File: src/hdl/tkr_pkg.sv
package tkr_pkg;

   localparam int MAX_KEPT_DEFAULT = 32;
   localparam int LIMIT_W          = 6;
   localparam logic [LIMIT_W-1:0] LIMIT_RESET = LIMIT_W'(20);
   localparam int COORD_W          = 32;
   localparam int HIT_W            = 16;
   localparam int DIST_W           = 2 * COORD_W;

   typedef enum logic {
      CMD_OFFER = 1'b0,
      CMD_DRAIN = 1'b1
   } cmd_type;

   typedef struct packed {
      logic        [HIT_W-1:0]   count;
      logic        [DIST_W-1:0]  sq_sum;
      logic signed [COORD_W-1:0] x;
      logic signed [COORD_W-1:0] z;
   } entry_type;

   typedef struct packed {
      logic insert;
      logic shift_up;
   } cell_ctrl_type;

   // true when a ranks strictly above b
   function automatic logic tkr_better(entry_type a, entry_type b);
      logic result;
      if (a.count != b.count) begin
         result = a.count > b.count;
      end else if (a.sq_sum != b.sq_sum) begin
         result = a.sq_sum < b.sq_sum;
      end else if (a.x != b.x) begin
         result = a.x < b.x;
      end else begin
         result = a.z < b.z;
      end
      return result;
   endfunction

endpackage

File: src/hdl/tkr_cell.sv
module tkr_cell
   import tkr_pkg::*;
(
   input  logic          clock,
   input  cell_ctrl_type ctrl,
   input  entry_type     new_entry,
   input  entry_type     prev_entry,
   input  entry_type     next_entry,
   input  logic          self_valid,
   input  logic          prev_ins,
   output entry_type     entry,
   output logic          ins
);

   entry_type entry_ff, entry_in;

   // new entry belongs at or above this slot
   assign ins = !self_valid || tkr_better(new_entry, entry_ff);

   always_comb begin
      entry_in = entry_ff;
      if (ctrl.shift_up) begin
         entry_in = next_entry;
      end else if (ctrl.insert && ins) begin
         entry_in = prev_ins ? prev_entry : new_entry;
      end
   end

   always_ff @(posedge clock) begin
      entry_ff <= entry_in;
   end

   assign entry = entry_ff;

endmodule

File: config.mk
export PLATFORM = sky130hd
export DESIGN_NAME = tkr_cell
export DESIGN_NICKNAME = d
export VERILOG_FILES = /design/src/hdl/tkr_pkg.sv /design/src/hdl/tkr_cell.sv
export SDC_FILE = /design/constraint.sdc
export NUM_CORES = 1
export LEC_CHECK = 0
export BUFFER_PORTS_ARGS = -buffer_cell sky130_fd_sc_hd__buf_2
export CAP_MARGIN = 20
export CORE_AREA = 2 2 228 230
export CTS_CLUSTER_SIZE = 28
export DETAILED_ROUTE_END_ITERATION = 7
export DIE_AREA = 0 0 230 232
export PLACE_DENSITY = 0.42
export RECOVER_POWER = 100
export SYNTH_ARGS = -nofsm -noshare
export SYNTH_HDL_FRONTEND = slang
export SYNTH_SLANG_ARGS = --single-unit
File: constraint.sdc
create_clock -name clock -period 12.6 [get_ports clock]
set_clock_uncertainty 0.15 [all_clocks]
set_input_delay 0.63 -clock clock [delete_from_list [all_inputs] [get_ports clock]]
set_output_delay 0.63 -clock clock [all_outputs]
set_load 0.01 [all_outputs]
# ---- After elaboration in Yosys (flattened, before gate mapping)
# Cells that the tools add are included.
dict set report totals {
  register_bits 144
  inputBits 437
  output_inout_bits 145
  elab_cells 21
}
dict set report op_classes {
  n_lt_le_gt_ge 4
  eq_ne 3
  mux 6
  reduce_logical 4
}
# cell count
set ops {}
lappend ops {{144-bit 2-to-1 mux} 3}
lappend ops {{32-bit less-than comparator} 2}
lappend ops {{64-bit less-than comparator} 1}
lappend ops {{64-bit != test} 1}
lappend ops {{32-bit != test} 1}
lappend ops {{16-bit greater-than comparator} 1}
lappend ops {{16-bit != test} 1}
lappend ops {{1-bit 2-to-1 mux} 3}
lappend ops {{2-bit nonzero test} 1}
lappend ops {{1-bit logical AND} 1}
lappend ops {{1-bit zero test} 1}
lappend ops {{1-bit logical OR} 1}

# ---- Logic depth before layout (Yosys ltp)
dict set report depth {
  depth_word 8
  ltp_mapped 9
}

# ---- Least setup slack after synthesis
# No wires, ideal clock.
dict set report synth_timing {
  path_type {input port to flip-flop}
  from {in new_entry[97] (netlist bit)}
  to {reg entry_ff (netlist bit entry[0]), enable pin}
  setup_time_ns 0.558
  t_arrival_ns 6.305
  t_required_ns 11.892
  slack_ns 5.587
  stages 8
  path_cell_list {ha_1 > a21o_1 > nand3_1 > a21oi_1 > o311a_1 > o41a_1 > o221a_2 > a41oi_2}
}
dict set report synth_via {
  elab_chain_cells 6
}
# element line_no
set synth_lines {}
lappend synth_lines {{start, declared} tkr_cell.sv:6} ;# input entry_type new_entry,
lappend synth_lines {{64-bit less-than comparator / 64-bit != test (equally long branches)} {tkr_pkg.sv:33, tkr_pkg.sv:32}}
lappend synth_lines {{1-bit 2-to-1 mux *} tkr_pkg.sv:32} ;# end else if (a.sq_sum != b.sq_sum) begin
lappend synth_lines {{1-bit 2-to-1 mux *} tkr_pkg.sv:30} ;# if (a.count != b.count) begin
lappend synth_lines {{1-bit logical OR *} tkr_cell.sv:18} ;# assign ins = !self_valid || tkr_better(new_entry, entry_ff);
lappend synth_lines {{1-bit logical AND *} tkr_cell.sv:24} ;# end else if (ctrl.insert && ins) begin
lappend synth_lines {{2-bit nonzero test (no line) *} -}
lappend synth_lines {{end signal, assigned} tkr_cell.sv:30} ;# entry_ff <= entry_in;
lappend synth_lines {{end, declared} tkr_cell.sv:15} ;# entry_type entry_ff, entry_in;
# Every way passes the cells marked *; elsewhere a longest branch is shown, timed or not.
# A chain may end at the register's enable or synchronous reset.

# ---- Worst setup path in the final report
dict set report layout_timing {
  from {reg entry_ff (netlist bit entry[95])}
  to {reg entry_ff (netlist bit entry[19]), enable pin}
}
dict set report layout_via {
  elab_chain_cells 6
}
# element line_no
set layout_lines {}
lappend layout_lines {{64-bit less-than comparator / 64-bit != test (equally long branches)} {tkr_pkg.sv:33, tkr_pkg.sv:32}}
lappend layout_lines {{1-bit 2-to-1 mux *} tkr_pkg.sv:32}
lappend layout_lines {{1-bit 2-to-1 mux *} tkr_pkg.sv:30}
lappend layout_lines {{1-bit logical OR *} tkr_cell.sv:18}
lappend layout_lines {{1-bit logical AND *} tkr_cell.sv:24}
lappend layout_lines {{2-bit nonzero test (no line) *} -}
# Marked as above.

==> out/metrics.csv <==
stage;metric;value;unit
clock_network;root_buffer;clkbuf_16;
power_and_ir_drop;intPower;0.00105;W
clock_network;cts_tree;done;
synth;syn_inst;1143;
timing;layout_min_cycle_time;7790;ps
global_route;grt_pass1_vias;10700;
clock_network;cts_inserted_buffers;17;
routing;ant_nets;0;
synth;seq_area_frac_synth;39.3;%
timing;hold_violations;0;
routing;drt-initial-drc-count;374;
global_route;grt_usage;16.2;%
clock_network;cts.sinks;144;
clock_network;cts_setup_buffers;0;
timing;tns;0;ps
setup_path;r2r_slack;4810;ps
synth;async_flop_share;0;%
setup_path;r2r_start;entry[95];
synth;ys_ff_latch;144;
placement;place_congestion;0.866;
setup_path;critPathKind;flip-flop to flip-flop;
setup_path;reg2reg_depth;10;
timing;maxSlewHeadroom;-230;%
global_route;antenna_found_initial;8;
timing;max_slew.worst_pin.slew;4950;ps
routing;wl_per_cell;18.3;um
setup_path;cpMaxStageDelayCell;clkbuf_1;
routing;viasPerCell;4.35;
synth;synth_cell_type_count;55;
placement;portBuffers;581;
power_and_ir_drop;cellLeakagePower;7.27;nW
global_route;gr-total-overflow;0;
clock_network;clk_latency;490;ps
synth;avgSynthCellArea;9.62;um2
synth;yosys.area.top_type_share;39.3;%
timing;drv_slew;232;
routing;dr_total_vias;10400;
power_and_ir_drop;p_switching;0.000498;W
floorplan;dieArea;53400;um2
synth;synth_area_leaders;edfxtp_1, ha_1, mux2i_1;
global_route;grt_first_pass_wirelength;63900;um
run_status;outcome;complete, but fails checks;
synth;synth_edf_count;144;
setup_path;reg2reg_to;entry[19];
flow_run;maxCapViolCount;5;
clock_network;htreeDepth;4;
cells_and_area;largest_register_ffs;144;
placement;place_ws;7460;ps
routing;routed_wl;43800;um
clock_network;cts_hold_buf;0;
timing;layout_setup_ws;4810;ps
synth;synth_ff_type;edfxtp_1;
placement;post_dp_cell_area;14600;um2
floorplan;core-area;50900;um2
run_status;violations;capacitance limit, slew limit;
power_and_ir_drop;switching_share;32.1;%
setup_path;critPathMaxStageDelay;2550;ps
floorplan;io_pins;582;
placement;dpl.hpwl;36600;um
synth;synth_commonest_cells;nand2_1, o21ai_0, inv_1;
setup_path;cp-start-kind;flip-flop;
synth;yosys_warnings;0;
setup_path;cp_cell_sequence;inv_1, ha_1, nand4_2, nor4_4, and3_1, nand4_1, or3_1, o221a_2, a41oi_1, clkbuf_1;
synth;synth_top_cell_by_area;edfxtp_1;
floorplan;std_cell_rows;83;
floorplan;initial_utilization;21.6;%
synth;synth_most_common_cell;nand2_1;
cells_and_area;nets;2281;
power_and_ir_drop;powerDensity;104;nW/um2
cells_and_area;syn_to_final_growth;35.8;%
floorplan;die_w;230;um
timing;fmax;128;MHz
floorplan;dieHeight;232;um
setup_path;arrival;7660;ps
routing;dr.pass1.iters;4;
synth;synth_area;11000;um2
power_and_ir_drop;p_clk_share;30.4;%
setup_path;cp_max_fo;57;
synth;syn_nets;1723;
timing;hold_ws;272;ps
power_and_ir_drop;vdd_ir_drop_max;0.0000968;V
cells_and_area;drive_gt1_share;27.5;%
global_route;grt_max_degree;108;
setup_path;crit_path_end;entry[19];
setup_path;crit_path_start;entry[95];
power_and_ir_drop;pwr-share-seq;40.9;%
clock_network;post_cts_resized;0;
clock_network;clockBufferDepth;2;
timing;period_share;61.9;%
worst_hold_path;hold_class;primary input to flip-flop;
power_and_ir_drop;p_comb_share;28.7;%
setup_path;critPathCaptureType;flip-flop;
clock_network;clk_pin_slew;60;ps
cells_and_area;final_area;14900;um2
timing;rsz0062_at_grt;false;
setup_path;crit_required;12470;ps
routing;drc;0;
timing;finalSetupViolations;0;
==> area by class of cell <==
| type | instances | area [um2] |
|---|---|---|
| diodes | 3 | 7.51 |
| clock buffers | 22 | 444 |
| clock inverters | 9 | 68.8 |
| fillers | 5604 | 36000 |
| inverters | 147 | 552 |
| multi-input cells | 804 | 5910 |
| flip-flops and latches | 144 | 4320 |
| well taps | 680 | 851 |
| repair buffers | 587 | 2770 |
==> cells in the final DEF, fill, tap and decap left out, drive strengths merged, types with 4 or more instances in the layout <==
cell type / count
nor4: 4
o21a: 6
and4: 7
ha: 143
o21ai: 156
buf: 437
a221oi: 5
nor2: 14
nand2: 168
o211ai: 5
nand4: 24
mux2i: 145
nand3: 16
a31oi: 4
clkbuf: 172
clkinv: 7
a21boi: 6
nor3: 7
nor2b: 6
a21o: 12
edfxtp: 144
inv: 147
a21oi: 45
==> critical path: cells and delay by family, from the launching register on <==
kind / cells / cell delay [ps]
compound gates: 2 / 2380
simple gates: 5 / 1410
fa+ha+maj: 1 / 320
buf+inv: 2 / 2600
flops: 1 / 360
==> worst min-delay path by stage <==
stage               slack (ps)       startpoint          to  depth (start not counted)
floorplan                  670  next_entry[141]  entry[141]                          2
global placement           760   next_entry[36]   entry[36]                          3
detailed placement         760   next_entry[26]   entry[26]                          3
CTS                        220   next_entry[99]   entry[99]                          3
global route               240    next_entry[0]    entry[0]                          3
finish                     270   next_entry[71]   entry[71]                          3
==> cell families (layout without fill, tap and decap cells) <==
kind of cell | after synthesis | in the layout | synth area share [%]
AO/OA/AOI/OAI | 259 | 259 | 13.6
AND/OR/NAND/NOR | 257 | 257 | 10.7
buffers and inverters | 195 | 765 | 6.83
multiplexers | 145 | 145 | 13.2
flip-flops | 144 | 144 | 39.3
adder cells (fa/ha/maj) | 143 | 143 | 16.3
other | 0 | 3 | 0
==> per-layer routing <==
metal	global-route usage [%]	vias to the layer above	share of wire (%)
met3	4.37	54	5.4
met5	0	-	0.15
li1	-	5230	-
met2	29.0	283	51
met4	5.99	12	2.0
met1	18.3	4839	41
==> power by group through the flow <==
stage / registers [W] / clock network (W) / logic, W
global route: 0.000643 / 0.000513 / 0.000505
finish: 0.000635 / 0.000473 / 0.000445
floorplan: 0.000669 / 0 / 0.000213
global placement: 0.000641 / 0 / 0.000462
CTS: 0.000633 / 0.000497 / 0.000466
detailed placement: 0.000642 / 0 / 0.000464
==> metrics by stage <==
| step | util [%] | instances | total power, W |
|---|---|---|---|
| 6_report | 29.3 | 2396 | 0.00155 |
| 5_1_grt | 29.3 | 2394 | 0.00166 |
| 4_1_cts | 29.8 | 2393 | 0.00160 |
| 3_5_place_dp | 28.7 | 2362 | 0.00111 |
| 3_3_place_gp | 28.7 | 2362 | 0.00110 |
| 2_1_floorplan | - | 1143 | 0.000883 |
Note: power is estimated with default switching activity, not from simulation.
