<file path="config.mk">
export PLATFORM = sky130hd
export DESIGN_NAME = tkr_dist
export DESIGN_NICKNAME = d
export VERILOG_FILES = /design/src/hdl/tkr_pkg.sv /design/src/hdl/tkr_dist.sv
export SDC_FILE = /design/constraint.sdc
export NUM_CORES = 2
export LEC_CHECK = 0
export BUFFER_PORTS_ARGS = -buffer_cell sky130_fd_sc_hd__buf_2
export CAP_MARGIN = 20
export CORE_UTILIZATION = 50
export DETAILED_ROUTE_END_ITERATION = 8
export PLACE_DENSITY = 0.66
export SETUP_SLACK_MARGIN = 0.15
export SYNTH_ARGS = -nofsm -noshare
export SYNTH_HDL_FRONTEND = slang
export SYNTH_SLANG_ARGS = --single-unit
export TNS_END_PERCENT = 30
</file>
<file path="constraint.sdc">
create_clock -name clock -period 32.4 [get_ports clock]
set_input_delay 3.24 -clock clock [delete_from_list [all_inputs] [get_ports clock]]
set_output_delay 3.24 -clock clock [all_outputs]
set_load 0.01 [all_outputs]
</file>
<file path="src/hdl/tkr_pkg.sv">
package tkr_pkg;

   localparam int MAX_KEPT_DEFAULT = 32;
   localparam int LIMIT_W          = 6;
   localparam logic [LIMIT_W-1:0] LIMIT_RESET = LIMIT_W'(20);
   localparam int COORD_W          = 32;
   localparam int HIT_W            = 16;
   localparam int DIST_W           = 2 * COORD_W;

   typedef enum logic {
      CMD_OFFER = 1'b0,
      CMD_DRAIN = 1'b1
   } cmd_type;

   typedef struct packed {
      logic        [HIT_W-1:0]   count;
      logic        [DIST_W-1:0]  sq_sum;
      logic signed [COORD_W-1:0] x;
      logic signed [COORD_W-1:0] z;
   } entry_type;

   typedef struct packed {
      logic insert;
      logic shift_up;
   } cell_ctrl_type;

   // true when a ranks strictly above b
   function automatic logic tkr_better(entry_type a, entry_type b);
      logic result;
      if (a.count != b.count) begin
         result = a.count > b.count;
      end else if (a.sq_sum != b.sq_sum) begin
         result = a.sq_sum < b.sq_sum;
      end else if (a.x != b.x) begin
         result = a.x < b.x;
      end else begin
         result = a.z < b.z;
      end
      return result;
   endfunction

endpackage

</file>
<file path="src/hdl/tkr_dist.sv">
module tkr_dist
   import tkr_pkg::*;
(
   input  logic                      clock,
   input  logic                      reset,
   input  logic                      in_valid,
   input  cmd_type                   in_cmd,
   input  logic signed [COORD_W-1:0] in_x,
   input  logic signed [COORD_W-1:0] in_z,
   input  logic        [HIT_W-1:0]   in_count,
   output logic                      out_valid,
   output cmd_type                   out_cmd,
   output entry_type                 out_entry,
   output logic                      drain_pending
);

   logic                      s1_valid_ff, s1_valid_in;
   cmd_type                   s1_cmd_ff;
   logic signed [COORD_W-1:0] s1_x_ff;
   logic signed [COORD_W-1:0] s1_z_ff;
   logic        [HIT_W-1:0]   s1_count_ff;
   logic        [DIST_W-1:0]  s1_sqx_ff, s1_sqz_ff;
   logic                      s2_valid_ff, s2_valid_in;
   cmd_type                   s2_cmd_ff;
   entry_type                 s2_entry_ff, s2_entry_in;
   logic        [COORD_W-1:0] mag_x, mag_z;

   always_comb begin
      mag_x = in_x[COORD_W-1] ? (~in_x + 1'b1) : in_x;
      mag_z = in_z[COORD_W-1] ? (~in_z + 1'b1) : in_z;
      s1_valid_in = in_valid;
      s2_valid_in = s1_valid_ff;
      s2_entry_in.count  = s1_count_ff;
      s2_entry_in.sq_sum = s1_sqx_ff + s1_sqz_ff;
      s2_entry_in.x      = s1_x_ff;
      s2_entry_in.z      = s1_z_ff;
   end

   always_ff @(posedge clock) begin
      if (reset) begin
         s1_valid_ff <= 1'b0;
         s2_valid_ff <= 1'b0;
      end else begin
         s1_valid_ff <= s1_valid_in;
         s2_valid_ff <= s2_valid_in;
      end
   end

   always_ff @(posedge clock) begin
      s1_cmd_ff   <= in_cmd;
      s1_x_ff     <= in_x;
      s1_z_ff     <= in_z;
      s1_count_ff <= in_count;
      s1_sqx_ff   <= DIST_W'(mag_x) * DIST_W'(mag_x);
      s1_sqz_ff   <= DIST_W'(mag_z) * DIST_W'(mag_z);
      s2_cmd_ff   <= s1_cmd_ff;
      s2_entry_ff <= s2_entry_in;
   end

   assign out_valid     = s2_valid_ff;
   assign out_cmd       = s2_cmd_ff;
   assign out_entry     = s2_entry_ff;
   assign drain_pending = (s1_valid_ff && s1_cmd_ff == CMD_DRAIN)
                       || (s2_valid_ff && s2_cmd_ff == CMD_DRAIN);

endmodule

</file>
# Yosys cells after proc, flatten, opt, wreduce, memory -nomap -nowiden
# Index checks and enable logic that the tools add are counted.
[op_classes]
n_addsub = 3
mul = 2
mux = 2
n_bitwise = 2
n_reduce_logical = 3
[ops]
columns = ["operator", "count"]
rows = [
  ["32-bit by 32-bit multiplier with 64-bit output", 2],
  ["32-bit by 1-bit adder with 32-bit output (second input constant)", 2],
  ["64-bit adder", 1],
  ["32-bit 2-to-1 mux", 2],
  ["32-bit NOT", 2],
  ["1-bit logical AND", 2],
  ["1-bit logical OR", 1],
]
[totals]
reg_bits = 356
out_inout_bits = 147
word_cells = 25

# Depth between registers and ports, before layout
[logic_depth]
depth_word = 4
mapped_depth = 40
mapped_depth_nobuf = 36

# Worst setup path after synthesis
# Ideal clock, no wire load.
[synth_path]
path_kind = "in2reg"
startpoint = "input in_z[0]"
endpoint = "register s1_sqz_ff[60]"
t_arrival_ns = 12.708
setup_slack_ns = 19.572
path_stages = 36
path_buffers = 4
cell_sequence = "inv_1 clkbuf_1 clkbuf_1 ha_1 nand3_1 or4_4 or3_4 or3_4 o21ai_2 xor2_2 inv_2 buf_2 nand2_1 fa_1 fa_1 inv_1 fa_1 inv_1 fa_1 inv_1 fa_1 fa_1 fa_1 inv_1 fa_1 inv_1 ha_1 clkbuf_1 and3_1 nor3b_1 nand4_1 o21ai_0 a21oi_1 o311ai_0 a31oi_1 xnor2_1"
[synth_between]
elab_chain_len = 4
[synth_rtl]
columns = ["item", "line_no", "text"]
rows = [
  ["start, declared", "tkr_dist.sv:9", "input logic signed [COORD_W-1:0] in_z,"],
  ["32-bit NOT", "tkr_dist.sv:30", "mag_z = in_z[COORD_W-1] ? (~in_z + 1'b1) : in_z;"],
  ["32-bit by 1-bit adder with 32-bit output", "tkr_dist.sv:30", ""],
  ["32-bit 2-to-1 mux *", "tkr_dist.sv:30", ""],
  ["32-bit by 32-bit multiplier with 64-bit output *", "tkr_dist.sv:55", "s1_sqz_ff <= DIST_W'(mag_z) * DIST_W'(mag_z);"],
  ["end signal, assigned", "tkr_dist.sv:55", ""],
  ["end, declared", "tkr_dist.sv:22", "logic [DIST_W-1:0] s1_sqx_ff, s1_sqz_ff;"],
]
# Every way passes the cells marked *; elsewhere a longest branch is shown, timed or not.
# A chain may end at the register's enable or synchronous reset.

# Worst setup path after layout
[layout_path]
startpoint = "input in_z[0]"
endpoint = "register s1_sqz_ff[62]"
# The elaborated chain is that of the path after synthesis.

==> metrics.md <==
| Metric | Value |
|---|---|
| Worst R2R Setup Slack | `27.79 ns` |
| Routed vias/inst | `5.296` |
| Io pins | `231` |
| CTS resizes | `0` |
| Placed Cells | `9240` |
| Layout area overhead | `7.158%` |
| Critical path's largest stage delay | `0.84 ns` |
| Slew margin rel. | `0.2432` |
| Most used cell, CP | `fa_1` |
| Ratio of cells with drive above 1 in the final layout | `0.06185` |
| Vias post-DR | `49349` |
| Die ar. | `139200 um^2` |
| Yosys cell types | `85` |
| Worst path required time | `32.87 ns` |
| Mapped Cells | `7320` |
| Setup TNS | `0 ns` |
| Worst path top cell family by delay | `adder cells` |
| Fin crit share | `0.4406` |
| Status | `completed` |
| CTS root buffer | `clkbuf_16` |
| Top cells by count, synth | `inv_1 (2033), fa_1 (1592), ha_1 (627), nor2_1 (595), nand2_1 (580)` |
| Async SR Flop Fraction | `0` |
| Slew @ Worst Pin | `1.134 ns` |
| Cell Rows | `135` |
| Final HPWL DP | `153700 um` |
| CORE AREA | `136000 um^2` |
| Synth top area share | `0.4629` |
| Hold Fails Final Rpt | `0` |
| Synth area leader | `fa_1` |
| Primary FF master, synth | `dfxtp_1` |
| Maximum number of pins on one net before global-route repair | `36` |
| CTS tree | `done` |
| Vias in the first global route | `54090` |
| Wirelength, routed | `186600 um` |
| Post-synthesis register bit count | `352` |
| TritonCTS Buffers | `42` |
| Wire length per cell | `20.02 um` |
| Tot GR Track Use | `0.2794` |
| Postcts setup bufs | `0` |
| Top-count cell post-synth | `inv_1` |
| Final setup fails | `0` |
| CTS clock-pin slew for the worst setup and hold paths | `0.06 ns` |
| Hold buffer count at cts | `0` |
| Min-Delay Path Class | `reg -> reg` |
| Final WS setup | `18.13 ns` |
| Post-synth EDFFs | `0` |
| Post-synthesis sequential area ratio | `0.1023` |
| CTS Buffer Depth | `3` |
| Clk sinks | `352` |
| First-pass GRT wire length | `300100 um` |
| Congestion Overflow GR | `0` |
| Placer Congestion | `0.9606` |
| Die Ht | `373.1 um` |
| Worst Path Buf+Inv | `6` |
| CP Launch Type | `input port` |
| Final Non-Filler Cells | `9318` |
| Number of antenna violations at the first check in global routing | `5` |
| Max cap viols | `0` |
| Worst hold stages | `0` |
| DR DRC count | `0` |
| Path depth of the worst reg2reg path | `11` |
| # port buffers | `230` |
| Register cell area after layout | `7047 um^2` |
| Cell area after synthesis | `68850 um^2` |
| DRT iter0 DRCs | `3728` |
| CP Depth | `32` |
| Final Max Tran Viols | `0` |
| Nets | `9806` |
| Fmax achieved | `0.07005 GHz` |
| Die width | `373.1 um` |
| Initial Util | `0.5064` |
| Crit-path slowest cell | `inv_1` |
| Post-layout minimum cycle time | `14.27 ns` |
| Synth area leaders | `fa_1 (46%), ha_1 (11%), inv_1 (11%)` |
| RSZ-0062 raised after global routing | `false` |
| Layout Skew | `0.05736 ns` |
| Fillers | `12343` |
| Clock latency on the worst-skew pair | `0.66 ns` |
| Footprint of the multi-input gates | `53530 um^2` |
| Crit. End Element | `flip-flop` |
| Synth warn | `0` |
| Initial DRT Pass Iterations | `6` |
| Critical path arrival | `14.75 ns` |
| CP max FO | `24` |
| Dpl ws | `17.69 ns` |
| Syn_area_per_cell | `9.406 um^2` |
| Critical path type | `in -> reg` |
| Final antenna-violating net count | `0` |
| H-tree depth | `2` |
==> layout make-up <==
class / instances / share of cell area
Antenna cell: 3 / 0.0001017
Inverter: 2056 / 0.1046
Clock buffer: 53 / 0.01562
Tap cell: 1781 / 0.03020
Multi-Input combinational cell: 4731 / 0.7255
Timing Repair Buffer: 320 / 0.02476
Sequential cell: 352 / 0.09551
Clock inverter: 22 / 0.003697
==> path summary, 6_finish.rpt <==
kind                       start              to
setup reg to reg   s1_sqx_ff[24]  out_entry[125]
hold / removal    s1_count_ff[0]  out_entry[128]
hold reg to reg   s1_count_ff[0]  out_entry[128]
setup / recovery         in_z[0]   s1_sqz_ff[62]
==> sequential cells by signal (all words and copies together), names as in the netlist <==
name and count:
s1_x_ff 31, out_cmd 1, s1_sqz_ff 63, s1_valid_ff 1, s1_count_ff 16, out_entry 144
s1_cmd_ff 1, s1_sqx_ff 63, out_valid 1, s1_z_ff 31
==> metrics by stage <==
stage	hold slack (ns)	area, um^2	util
after global placement	0.3095	72350	0.5321
after floorplan	0.3096	69030	-
after detailed placement	0.3121	72350	0.5321
after CTS	0.3027	73770	0.5426
after global routing	0.3141	73770	0.5426
final	0.3200	73780	0.5426
==> kinds of logic (layout without fill, tap and decap cells) <==
logic type	Yosys count	after routing	synth area share
buffers and inverters	2283	2451	0.1250
other	2	51	0.0001091
flip-flops	352	352	0.1023
multiplexers	3	3	0.0004543
XOR/XNOR	300	300	0.03909
AND/OR/NAND/NOR	1464	1464	0.09086
adder cells (fa/ha/maj)	2219	2219	0.5768
AO/OA/AOI/OAI	697	697	0.06538
==> cells in the final DEF (no fill, tap or decap), types with 23 or more instances in the layout <==
cell type | synthesis | routed
nand3_1 | 42 | 42
nand2_1 | 580 | 580
and2_1 | 26 | 26
fa_1 | 1592 | 1592
buf_2 | 12 | 230
o21ai_0 | 116 | 116
nand4_1 | 42 | 42
nor2_1 | 595 | 595
buf_4 | 1 | 90
clkbuf_16 | 0 | 42
and3_1 | 23 | 23
a21oi_1 | 232 | 232
nor3_1 | 39 | 39
xor2_1 | 127 | 121
ha_1 | 627 | 627
inv_1 | 2033 | 2032
o21a_1 | 27 | 27
dfxtp_1 | 352 | 352
conb_1 | 2 | 48
nor2b_1 | 23 | 23
xnor2_1 | 166 | 159
o21bai_1 | 29 | 29
a21o_1 | 134 | 134
==> worst register-to-register path: cells and delay by family (launching register included) <==
family | cells | cell delay, ns
flops | 1 | 0.31
fa+ha+maj | 1 | 0.34
simple gates | 2 | 0.47
xor+xnor | 1 | 0.24
compound gates | 7 | 3.12
==> layer usage <==
layer	GRT usage	up-vias	wire length (um)
met5	0	-	28
met4	0.09473	4	7242
met3	0.04217	393	15410
met2	0.4551	1967	87600
met1	0.3812	25011	76300
li1	-	21974	-
Power is left out: the tool's default activity adds up to more than one toggle a clock period on the data nets, which glitch-free logic cannot reach.
